`src/hw/rtl/swstat_pkg.sv`:
```
// ----------------------------------------------------------------------------
// swstat_pkg
// Shared types, constants and helpers of the sensor window statistics block.
// ----------------------------------------------------------------------------
`default_nettype none

package swstat_pkg;

	// window lengths in samples; zero behaves as one
	localparam int SHORT_LEN = 10;
	localparam int MID_LEN   = 60;
	localparam int LONG_LEN  = 600;

	localparam int N_SHORT = (SHORT_LEN == 0) ? 1 : SHORT_LEN;
	localparam int N_MID   = (MID_LEN == 0) ? 1 : MID_LEN;
	localparam int N_LONG  = (LONG_LEN == 0) ? 1 : LONG_LEN;

	localparam int SAMPLE_W = 12;
	localparam int VAL_W    = 11;
	localparam int NUM_WIN  = 3;

	// scaling to tenths: value = floor(sample * SCALE_NUM / 4095)
	localparam int SCALE_NUM = 1000;
	localparam int RAW_W     = 22;
	localparam int DIV_SH    = 12;
	localparam int TEMP_OFS  = 500;
	localparam int TEMP_MIN  = 500;
	localparam int TEMP_MAX  = 1500;
	localparam int HUM_MAX   = 999;
	localparam int VAL_MAX   = 1500;

	localparam int SUM_S_W = $clog2(N_SHORT * VAL_MAX + 1);
	localparam int SUM_M_W = $clog2(N_MID * VAL_MAX + 1);
	localparam int SUM_L_W = $clog2(N_LONG * VAL_MAX + 1);
	localparam int CNT_S_W = $clog2(N_SHORT + 1);
	localparam int CNT_M_W = $clog2(N_MID + 1);
	localparam int CNT_L_W = $clog2(N_LONG + 1);

	localparam int SUM_MAX_W = (SUM_S_W > SUM_M_W) ?
		((SUM_S_W > SUM_L_W) ? SUM_S_W : SUM_L_W) :
		((SUM_M_W > SUM_L_W) ? SUM_M_W : SUM_L_W);

	// average by reciprocal: floor(sum * REC / 2^AVG_SH), exact for all sums
	localparam int SH_S = SUM_S_W + $clog2(N_SHORT);
	localparam int SH_M = SUM_M_W + $clog2(N_MID);
	localparam int SH_L = SUM_L_W + $clog2(N_LONG);
	localparam int AVG_SH = (SH_S > SH_M) ? ((SH_S > SH_L) ? SH_S : SH_L) :
		((SH_M > SH_L) ? SH_M : SH_L);
	localparam int REC_W  = AVG_SH + 1;
	localparam int PROD_W = SUM_MAX_W + REC_W;

	localparam logic [REC_W-1:0] REC_S =
		REC_W'(((longint'(1) << AVG_SH) + longint'(N_SHORT) - 1) / longint'(N_SHORT));
	localparam logic [REC_W-1:0] REC_M =
		REC_W'(((longint'(1) << AVG_SH) + longint'(N_MID) - 1) / longint'(N_MID));
	localparam logic [REC_W-1:0] REC_L =
		REC_W'(((longint'(1) << AVG_SH) + longint'(N_LONG) - 1) / longint'(N_LONG));

	localparam logic [1:0] WIN_SHORT = 2'd0;
	localparam logic [1:0] WIN_MID   = 2'd1;
	localparam logic [1:0] WIN_LONG  = 2'd2;

	typedef logic [VAL_W-1:0] val_t;

	typedef enum logic [1:0] {
		KIND_INSTANT = 2'd0,
		KIND_SHORT   = 2'd1,
		KIND_MID     = 2'd2,
		KIND_LONG    = 2'd3
	} kind_t;

	typedef struct packed {
		logic                channel;
		logic [SAMPLE_W-1:0] sample;
	} in_item_t;

	typedef struct packed {
		logic  channel_out;
		kind_t kind;
		val_t  average;
		val_t  maximum;
		val_t  minimum;
		logic  last;
	} out_item_t;

	// scaled sample leaving the first stage
	typedef struct packed {
		logic valid;
		logic channel;
		val_t value;
	} scaled_t;

	// one memory word: all window state of one channel
	typedef struct packed {
		logic [SUM_L_W-1:0]  long_sum;
		logic [SUM_M_W-1:0]  mid_sum;
		logic [SUM_S_W-1:0]  short_sum;
		logic [CNT_L_W-1:0]  long_cnt;
		logic [CNT_M_W-1:0]  mid_cnt;
		logic [CNT_S_W-1:0]  short_cnt;
		val_t [NUM_WIN-1:0]  win_max;
		val_t [NUM_WIN-1:0]  win_min;
	} chan_state_t;

	// work handed to the result sequencer
	typedef struct packed {
		logic                               channel;
		val_t                               value;
		logic [NUM_WIN-1:0]                 done;
		logic [NUM_WIN-1:0][SUM_MAX_W-1:0]  sum;
		val_t [NUM_WIN-1:0]                 win_max;
		val_t [NUM_WIN-1:0]                 win_min;
	} job_t;

	function automatic chan_state_t empty_state();
		chan_state_t st;
		st         = '0;
		st.win_min = '1;
		return st;
	endfunction

endpackage

`default_nettype wire

```
`src/hw/rtl/swstat_scale.sv`:
```
// ----------------------------------------------------------------------------
// swstat_scale
// Input stage: registers the item and scales the sample to tenths.
// ----------------------------------------------------------------------------
`default_nettype none

module swstat_scale (
	input  wire                    clk,
	input  wire                    arst_n,
	input  wire                    in_valid,
	output logic                   in_ready,
	input  swstat_pkg::in_item_t   in_data,
	output swstat_pkg::scaled_t    s1,
	input  wire                    s1_go
);

	logic                            vld_s1;
	logic                            ch_s1;
	logic [swstat_pkg::SAMPLE_W-1:0] sample_s1;
	logic [swstat_pkg::RAW_W-1:0]    raw;
	logic [swstat_pkg::RAW_W:0]      quo_t;
	swstat_pkg::val_t                q;
	swstat_pkg::val_t                v;

	assign in_ready = !vld_s1 || s1_go;

	always_ff @(posedge clk or negedge arst_n) begin
		if (!arst_n) begin
			vld_s1 <= 1'b0;
		end else if (in_valid && in_ready) begin
			vld_s1 <= 1'b1;
		end else if (s1_go) begin
			vld_s1 <= 1'b0;
		end
	end

	always_ff @(posedge clk) begin
		if (in_valid && in_ready) begin
			ch_s1     <= in_data.channel;
			sample_s1 <= in_data.sample;
		end
	end

	always_comb begin
		raw = swstat_pkg::RAW_W'(sample_s1) * swstat_pkg::RAW_W'(swstat_pkg::SCALE_NUM);
		// floor(x / 4095) = (x + (x >> 12) + 1) >> 12 over the whole raw range
		quo_t = {1'b0, raw} + {1'b0, raw >> swstat_pkg::DIV_SH} +
			{{swstat_pkg::RAW_W{1'b0}}, 1'b1};
		q     = quo_t[swstat_pkg::DIV_SH +: swstat_pkg::VAL_W];
		if (!ch_s1) begin
			v = q + swstat_pkg::VAL_W'(swstat_pkg::TEMP_OFS);
			if (v > swstat_pkg::VAL_W'(swstat_pkg::TEMP_MAX)) begin
				v = swstat_pkg::VAL_W'(swstat_pkg::TEMP_MAX);
			end
			if (v < swstat_pkg::VAL_W'(swstat_pkg::TEMP_MIN)) begin
				v = swstat_pkg::VAL_W'(swstat_pkg::TEMP_MIN);
			end
		end else begin
			v = q;
			if (v > swstat_pkg::VAL_W'(swstat_pkg::HUM_MAX)) begin
				v = swstat_pkg::VAL_W'(swstat_pkg::HUM_MAX);
			end
		end
	end

	assign s1.valid   = vld_s1;
	assign s1.channel = ch_s1;
	assign s1.value   = v;

endmodule

`default_nettype wire

```
`src/hw/rtl/swstat_state.sv`:
```
// ----------------------------------------------------------------------------
// swstat_state
// Per-channel window state memory with read-modify-write and forwarding.
// ----------------------------------------------------------------------------
`default_nettype none

module swstat_state (
	input  wire                      clk,
	input  wire                      arst_n,
	input  swstat_pkg::scaled_t      s1,
	output logic                     s1_go,
	output logic                     job_valid,
	output swstat_pkg::job_t         job,
	input  wire                      job_take
);

	swstat_pkg::chan_state_t mem_q [2];
	logic [1:0]              ent_vld_q;

	logic                    vld_s2;
	logic                    ch_s2;
	swstat_pkg::val_t        v_s2;
	logic                    rd_vld_s2;
	logic                    bypass_s2;
	swstat_pkg::chan_state_t rd_data_s2;
	swstat_pkg::chan_state_t wb_q;

	logic                    s2_go;
	swstat_pkg::chan_state_t cur;
	swstat_pkg::chan_state_t nxt;
	swstat_pkg::job_t        jb;

	logic [swstat_pkg::SUM_S_W-1:0] s_sum;
	logic [swstat_pkg::SUM_M_W-1:0] m_sum;
	logic [swstat_pkg::SUM_L_W-1:0] l_sum;
	logic [swstat_pkg::CNT_S_W-1:0] s_cnt;
	logic [swstat_pkg::CNT_M_W-1:0] m_cnt;
	logic [swstat_pkg::CNT_L_W-1:0] l_cnt;
	swstat_pkg::val_t [swstat_pkg::NUM_WIN-1:0] mx;
	swstat_pkg::val_t [swstat_pkg::NUM_WIN-1:0] mn;

	assign s2_go     = vld_s2 && job_take;
	assign s1_go     = s1.valid && (!vld_s2 || s2_go);
	assign job_valid = vld_s2;
	assign job       = jb;

	always_ff @(posedge clk or negedge arst_n) begin
		if (!arst_n) begin
			vld_s2    <= 1'b0;
			ent_vld_q <= '0;
			bypass_s2 <= 1'b0;
		end else begin
			if (s1_go) begin
				vld_s2 <= 1'b1;
				// same entry written at this edge: the read sees stale data
				bypass_s2 <= s2_go && (ch_s2 == s1.channel);
			end else if (s2_go) begin
				vld_s2 <= 1'b0;
			end
			if (s2_go) begin
				ent_vld_q[ch_s2] <= 1'b1;
			end
		end
	end

	always_ff @(posedge clk) begin
		if (s1_go) begin
			rd_data_s2 <= mem_q[s1.channel];
			rd_vld_s2  <= ent_vld_q[s1.channel];
			ch_s2      <= s1.channel;
			v_s2       <= s1.value;
		end
		if (s2_go) begin
			mem_q[ch_s2] <= nxt;
			wb_q         <= nxt;
		end
	end

	always_comb begin
		if (bypass_s2) begin
			cur = wb_q;
		end else if (rd_vld_s2) begin
			cur = rd_data_s2;
		end else begin
			cur = swstat_pkg::empty_state();
		end

		for (int w = 0; w < swstat_pkg::NUM_WIN; w++) begin
			mx[w] = (v_s2 > cur.win_max[w]) ? v_s2 : cur.win_max[w];
			mn[w] = (v_s2 < cur.win_min[w]) ? v_s2 : cur.win_min[w];
		end

		s_sum = cur.short_sum + swstat_pkg::SUM_S_W'(v_s2);
		m_sum = cur.mid_sum + swstat_pkg::SUM_M_W'(v_s2);
		l_sum = cur.long_sum + swstat_pkg::SUM_L_W'(v_s2);
		s_cnt = cur.short_cnt + swstat_pkg::CNT_S_W'(1);
		m_cnt = cur.mid_cnt + swstat_pkg::CNT_M_W'(1);
		l_cnt = cur.long_cnt + swstat_pkg::CNT_L_W'(1);

		jb         = '0;
		jb.channel = ch_s2;
		jb.value   = v_s2;
		jb.done[swstat_pkg::WIN_SHORT] = (s_cnt == swstat_pkg::CNT_S_W'(swstat_pkg::N_SHORT));
		jb.done[swstat_pkg::WIN_MID]   = (m_cnt == swstat_pkg::CNT_M_W'(swstat_pkg::N_MID));
		jb.done[swstat_pkg::WIN_LONG]  = (l_cnt == swstat_pkg::CNT_L_W'(swstat_pkg::N_LONG));
		jb.sum[swstat_pkg::WIN_SHORT]  = swstat_pkg::SUM_MAX_W'(s_sum);
		jb.sum[swstat_pkg::WIN_MID]    = swstat_pkg::SUM_MAX_W'(m_sum);
		jb.sum[swstat_pkg::WIN_LONG]   = swstat_pkg::SUM_MAX_W'(l_sum);
		jb.win_max = mx;
		jb.win_min = mn;

		// a filled window restarts empty
		nxt           = cur;
		nxt.short_sum = jb.done[swstat_pkg::WIN_SHORT] ? '0 : s_sum;
		nxt.short_cnt = jb.done[swstat_pkg::WIN_SHORT] ? '0 : s_cnt;
		nxt.mid_sum   = jb.done[swstat_pkg::WIN_MID] ? '0 : m_sum;
		nxt.mid_cnt   = jb.done[swstat_pkg::WIN_MID] ? '0 : m_cnt;
		nxt.long_sum  = jb.done[swstat_pkg::WIN_LONG] ? '0 : l_sum;
		nxt.long_cnt  = jb.done[swstat_pkg::WIN_LONG] ? '0 : l_cnt;
		for (int w = 0; w < swstat_pkg::NUM_WIN; w++) begin
			nxt.win_max[w] = jb.done[w] ? '0 : mx[w];
			nxt.win_min[w] = jb.done[w] ? '1 : mn[w];
		end
	end

endmodule

`default_nettype wire

```
`src/hw/rtl/swstat_emit.sv`:
```
// ----------------------------------------------------------------------------
// swstat_emit
// Result sequencer: instant result, then each filled window's average,
// maximum and minimum, through one shared reciprocal multiplier.
// ----------------------------------------------------------------------------
`default_nettype none

module swstat_emit (
	input  wire                    clk,
	input  wire                    arst_n,
	input  wire                    job_valid,
	input  swstat_pkg::job_t       job,
	output logic                   job_take,
	output logic                   out_valid,
	input  wire                    out_ready,
	output swstat_pkg::out_item_t  out_data
);

	logic [3:0]             mask_q;
	swstat_pkg::job_t       job_q;
	logic                   out_vld_q;
	swstat_pkg::out_item_t  out_q;

	logic                   out_can;
	logic                   emit;
	logic [3:0]             pick;
	logic [3:0]             rest;
	swstat_pkg::kind_t      kind;
	logic [1:0]             w_sel;
	logic [swstat_pkg::SUM_MAX_W-1:0] sum_sel;
	logic [swstat_pkg::REC_W-1:0]     rec_sel;
	logic [swstat_pkg::PROD_W-1:0]    prod;
	swstat_pkg::out_item_t  item;

	assign out_can   = !out_vld_q || out_ready;
	assign emit      = (mask_q != '0) && out_can;
	assign rest      = mask_q & ~pick;
	assign job_take  = (mask_q == '0) || (emit && (rest == '0));
	assign out_valid = out_vld_q;
	assign out_data  = out_q;

	always_comb begin
		priority if (mask_q[0]) begin
			pick = 4'b0001;
			kind = swstat_pkg::KIND_INSTANT;
		end else if (mask_q[1]) begin
			pick = 4'b0010;
			kind = swstat_pkg::KIND_SHORT;
		end else if (mask_q[2]) begin
			pick = 4'b0100;
			kind = swstat_pkg::KIND_MID;
		end else begin
			pick = 4'b1000;
			kind = swstat_pkg::KIND_LONG;
		end

		unique case (kind)
			swstat_pkg::KIND_SHORT: begin
				w_sel   = swstat_pkg::WIN_SHORT;
				rec_sel = swstat_pkg::REC_S;
			end
			swstat_pkg::KIND_MID: begin
				w_sel   = swstat_pkg::WIN_MID;
				rec_sel = swstat_pkg::REC_M;
			end
			swstat_pkg::KIND_LONG: begin
				w_sel   = swstat_pkg::WIN_LONG;
				rec_sel = swstat_pkg::REC_L;
			end
			default: begin
				w_sel   = swstat_pkg::WIN_SHORT;
				rec_sel = '0;
			end
		endcase

		sum_sel = job_q.sum[w_sel];
		prod    = swstat_pkg::PROD_W'(sum_sel) * swstat_pkg::PROD_W'(rec_sel);

		item.channel_out = job_q.channel;
		item.kind        = kind;
		item.last        = (rest == '0);
		if (kind == swstat_pkg::KIND_INSTANT) begin
			item.average = job_q.value;
			item.maximum = job_q.value;
			item.minimum = job_q.value;
		end else begin
			item.average = prod[swstat_pkg::AVG_SH +: swstat_pkg::VAL_W];
			item.maximum = job_q.win_max[w_sel];
			item.minimum = job_q.win_min[w_sel];
		end
	end

	always_ff @(posedge clk or negedge arst_n) begin
		if (!arst_n) begin
			mask_q    <= '0;
			out_vld_q <= 1'b0;
		end else begin
			if (job_take && job_valid) begin
				mask_q <= {job.done, 1'b1};
			end else if (emit) begin
				mask_q <= rest;
			end
			if (emit) begin
				out_vld_q <= 1'b1;
			end else if (out_ready) begin
				out_vld_q <= 1'b0;
			end
		end
	end

	always_ff @(posedge clk) begin
		if (job_take && job_valid) begin
			job_q <= job;
		end
		if (emit) begin
			out_q <= item;
		end
	end

endmodule

`default_nettype wire

```
`src/hw/rtl/sensor_window_statistics.sv`:
```
// ----------------------------------------------------------------------------
// sensor_window_statistics
// Scales converter samples to tenths and reports instant values and
// short, medium and long window average, maximum and minimum per channel.
// ----------------------------------------------------------------------------
//
//   channel   direction   handshake               payload
//   in        input       in_valid / in_ready     in_data  (channel, sample)
//   out       output      out_valid / out_ready   out_data (channel_out, kind,
//                                                  average, maximum, minimum, last)
//
// an item gives 1 to 4 results; the result sequencer and its shared average
// multiplier send one result per cycle, while the output is not stalled, into
// the output register; the first result of an item passes the input stage, the
// state read-modify-write, the sequencer, then the output register
// window state sits in a two-entry memory, one word per channel; a back-to-back
// item on the same channel takes the just-written word through a forward path
// reset clears all windows at once through per-entry valid bits
// a stalled output holds the pipeline; items keep entering while stages are free
// ----------------------------------------------------------------------------
`default_nettype none

module sensor_window_statistics (
	input  wire                    clk,
	input  wire                    arst_n,
	input  wire                    in_valid,
	output logic                   in_ready,
	input  swstat_pkg::in_item_t   in_data,
	output logic                   out_valid,
	input  wire                    out_ready,
	output swstat_pkg::out_item_t  out_data
);

	swstat_pkg::scaled_t s1;
	logic                s1_go;
	logic                job_valid;
	swstat_pkg::job_t    job;
	logic                job_take;

	swstat_scale u_scale (
		.clk      (clk),
		.arst_n   (arst_n),
		.in_valid (in_valid),
		.in_ready (in_ready),
		.in_data  (in_data),
		.s1       (s1),
		.s1_go    (s1_go)
	);

	swstat_state u_state (
		.clk       (clk),
		.arst_n    (arst_n),
		.s1        (s1),
		.s1_go     (s1_go),
		.job_valid (job_valid),
		.job       (job),
		.job_take  (job_take)
	);

	swstat_emit u_emit (
		.clk       (clk),
		.arst_n    (arst_n),
		.job_valid (job_valid),
		.job       (job),
		.job_take  (job_take),
		.out_valid (out_valid),
		.out_ready (out_ready),
		.out_data  (out_data)
	);

endmodule

`default_nettype wire
```
`config.mk`:
```
export PLATFORM = sky130hd
export DESIGN_NAME = sensor_window_statistics
export DESIGN_NICKNAME = d
export VERILOG_FILES = /design/src/hw/rtl/swstat_pkg.sv /design/src/hw/rtl/swstat_scale.sv /design/src/hw/rtl/swstat_state.sv /design/src/hw/rtl/swstat_emit.sv /design/src/hw/rtl/sensor_window_statistics.sv
export SDC_FILE = /design/constraint.sdc
export NUM_CORES = 2
export LEC_CHECK = 0
export ABC_AREA = 1
export BUFFER_PORTS_ARGS = -buffer_cell sky130_fd_sc_hd__clkbuf_2
export CAP_MARGIN = 0
export CORE_UTILIZATION = 40
export DETAILED_ROUTE_END_ITERATION = 8
export GPL_ROUTABILITY_DRIVEN = 0
export PLACE_DENSITY = 0.64
export SLEW_MARGIN = 20
export SYNTH_ARGS = -nofsm -noshare
export SYNTH_HDL_FRONTEND = slang
export SYNTH_SLANG_ARGS = --single-unit
```
`constraint.sdc`:
```
create_clock -name clk -period 12 [get_ports clk]
set_input_delay 1.2 -clock clk [delete_from_list [all_inputs] [get_ports clk]]
set_output_delay 1.2 -clock clk [all_outputs]
set_load 0.02 [all_outputs]
```
==> flow_metrics.tcl <==
set metrics [dict create \
    status "finished clean" \
    finalClockSkew_ps 75.75 \
    yosys.area_share.adder_pct 25.49 \
    htreeDepth 3 \
    final_util_pct 44.60 \
    rows 126 \
    end_kind "register" \
    port_buffers 55 \
    synth_top_area_cell "edfxtp_1" \
    hold_violations 0 \
    routed_wl_mm 114.2 \
    root_buffer "clkbuf_16" \
    clkTransAtPathRegs_ps 60 \
    area_delta_synth_final_pct 10.32 \
    synth_warnings 0 \
    routedWlPerCell_um 18.67 \
    fin_hold_ws_ps 420.3 \
    netlist.area_leader.share_pct 46.49 \
    dieArea_um2 120900 \
    max_freq_mhz 104.5 \
    post-cts-setup-buffers 0 \
    drc 0 \
    yosys-top-cells-area "edfxtp_1 46%, fa_1 17%, ha_1 8.2%" \
    first_pass_iters 6 \
    drtIter0Drc 2650 \
    cp_data_arrival_time_ps 9990 \
    synth-xor-area-share_pct 1.531 \
    diodes 0 \
    grt_max_degree 139 \
    avgSynthCellArea_um2 10.85 \
    critPathRequiredTime_ps 12420 \
    cpMaxStageDelayCell "nor2_4" \
    finalSetupTns_ps 0 \
    die_h_um 347.7 \
    crit_type "register to register" \
    critPathLaunchType "register" \
    die_w_um 347.7 \
    clk_path_buf_depth 3 \
    synth_top_family_by_area "adder cells" \
    grt_overflow 0 \
    synth-compound-area-share_pct 6.706 \
    cts_made_buffers 80 \
    worstPathMaxFanout 61 \
    slew_viol_final 0 \
    cts.sinks 750 \
    antenna_found_initial 1 \
    grt_pass1_wl_mm 178.1 \
    grt_use_total_pct 19.00 \
    via_per_inst 5.037 \
    period_needed_ps 9570 \
    synthMuxAreaShare_pct 0 \
    drv_cap 0 \
    finish.instance_area_um2 52730 \
    synth_seq_area_share_pct 47.01 \
    grt_pass1_vias 31180 \
    synthSimpleGateAreaFrac_pct 12.09 \
    slew_headroom_pct 24.31 \
    drive_above_1_share_pct 6.616 \
    core_um2 118200 \
    drtAntennaViolNets 0 \
    ys_ff_latch 750 \
    grt_setup_unrepaired "no" \
    yosys-top-cells-count "854 x nand2_1, 791 x inv_1, 740 x edfxtp_1" \
    netlist_instances 4405 \
    cts_resized 0 \
    start_util_pct 40.43 \
    synth_edf_count 740 \
    vias 30810 \
    clock_latency_ps 690 \
    ios 56 \
    ys_types 55 \
    dpl_cell_area_um2 50130 \
    synth.most_common_cell "nand2_1" \
    hold_path_class "register to register" \
    critPathMaxStageDelay_ps 590 \
    finalSetupViolations 0 \
    syn_area_um2 47800 \
    worst_pin_slew_ps 1131 \
    post-route-period-util_pct 79.75 \
    postCtsHoldBufs 0 \
    dpl.hpwl_mm 83.07 \
    async_reset_ff_share_pct 1.333 \
    layout.nets 5262 \
    synthFlopType "edfxtp_1" \
    cts_tree "yes" \
]
-- path summary, 6_finish.rpt --
path                             startpoint                    to  slack, ps  cells past startpoint
max in group asynchronous            arst_n     u_state.bypass_s2      11270                      1
setup / recovery           u_emit.mask_q[0]   u_emit.out_data[29]       2430                     32
setup reg to reg           u_emit.mask_q[0]   u_emit.out_data[29]       2430                     32
hold reg to reg             u_emit.item[36]   u_emit.out_data[36]        420                      0
min in group asynchronous            arst_n  u_state.ent_vld_q[1]        440                      1
hold / removal              u_emit.item[36]   u_emit.out_data[36]        420                      0
-- final cells by class --
type / instances / area, um^2
inverters: 798 / 3015
multi-input cells: 2800 / 22170
flip-flops and latches: 750 / 22480
clock buffers: 93 / 2051
clock inverters: 50 / 523.0
repair buffers: 89 / 575.6
well taps: 1536 / 1922
fillers: 10830 / 65510
-- registers in the layout, indices dropped and copies added (netlist names), 2 cells and up --
register            flops
u_state.wb_q          137
u_emit.job_q          128
u_emit.out_data        37
u_state.v_s2           11
u_state.mem_q         274
u_emit.mask_q           4
u_state.ent_vld_q       2
u_scale.sample_s1      12
u_state.rd_data_s2    137
-- cell families after synthesis --
group,Yosys count
simple gates,1411
buf+inv,908
flops,750
fa+ha+maj,726
compound gates,527
xor+xnor,81
other cells,2
-- metrics by stage --
step / setup WS [ps] / std cells
after floorplan: 3968 / 4458
after detailed placement: 2501 / 5972
after CTS: 2481 / 6115
after global routing: 1881 / 6116
after global placement: 2622 / 5972
final: 2430 / 6116
-- worst max-delay path: cells and delay by family (launching register included) --
family | cells | cell delay [ps]
xor gates and xnor gates | 1 | 150
buffers and inverters | 10 | 1810
DFF | 1 | 360
adders and majority gates | 8 | 3910
and+or+nand+nor | 7 | 2000
AOI/OAI and AO/OA | 6 | 1040
-- per-layer routing --
metal	GRT usage [%]	wire length, um	vias to the layer above	share of wire (%)
met4	6.257	3681	2	3.2
met5	0	13	-	0.011
met2	31.23	53560	945	47
met1	25.60	49930	15060	44
met3	3.083	7008	211	6.1
li1	-	-	14590	-
-- placed cells by master (no fill, tap or decap), types with 55 or more instances in the layout --
| cell type | Yosys | layout |
|---|---|---|
| nand2_1 | 854 | 853 |
| a21oi_1 | 171 | 171 |
| clkbuf_2 | 0 | 55 |
| fa_1 | 413 | 413 |
| edfxtp_1 | 740 | 740 |
| clkbuf_16 | 0 | 80 |
| ha_1 | 313 | 313 |
| conb_1 | 2 | 55 |
| inv_1 | 791 | 786 |
| nand3_1 | 79 | 79 |
| o21ai_0 | 140 | 140 |
| nor2_1 | 330 | 325 |
Power is left out: the tool's default activity adds up to more than one toggle a clock period on the data nets, which glitch-free logic cannot reach.
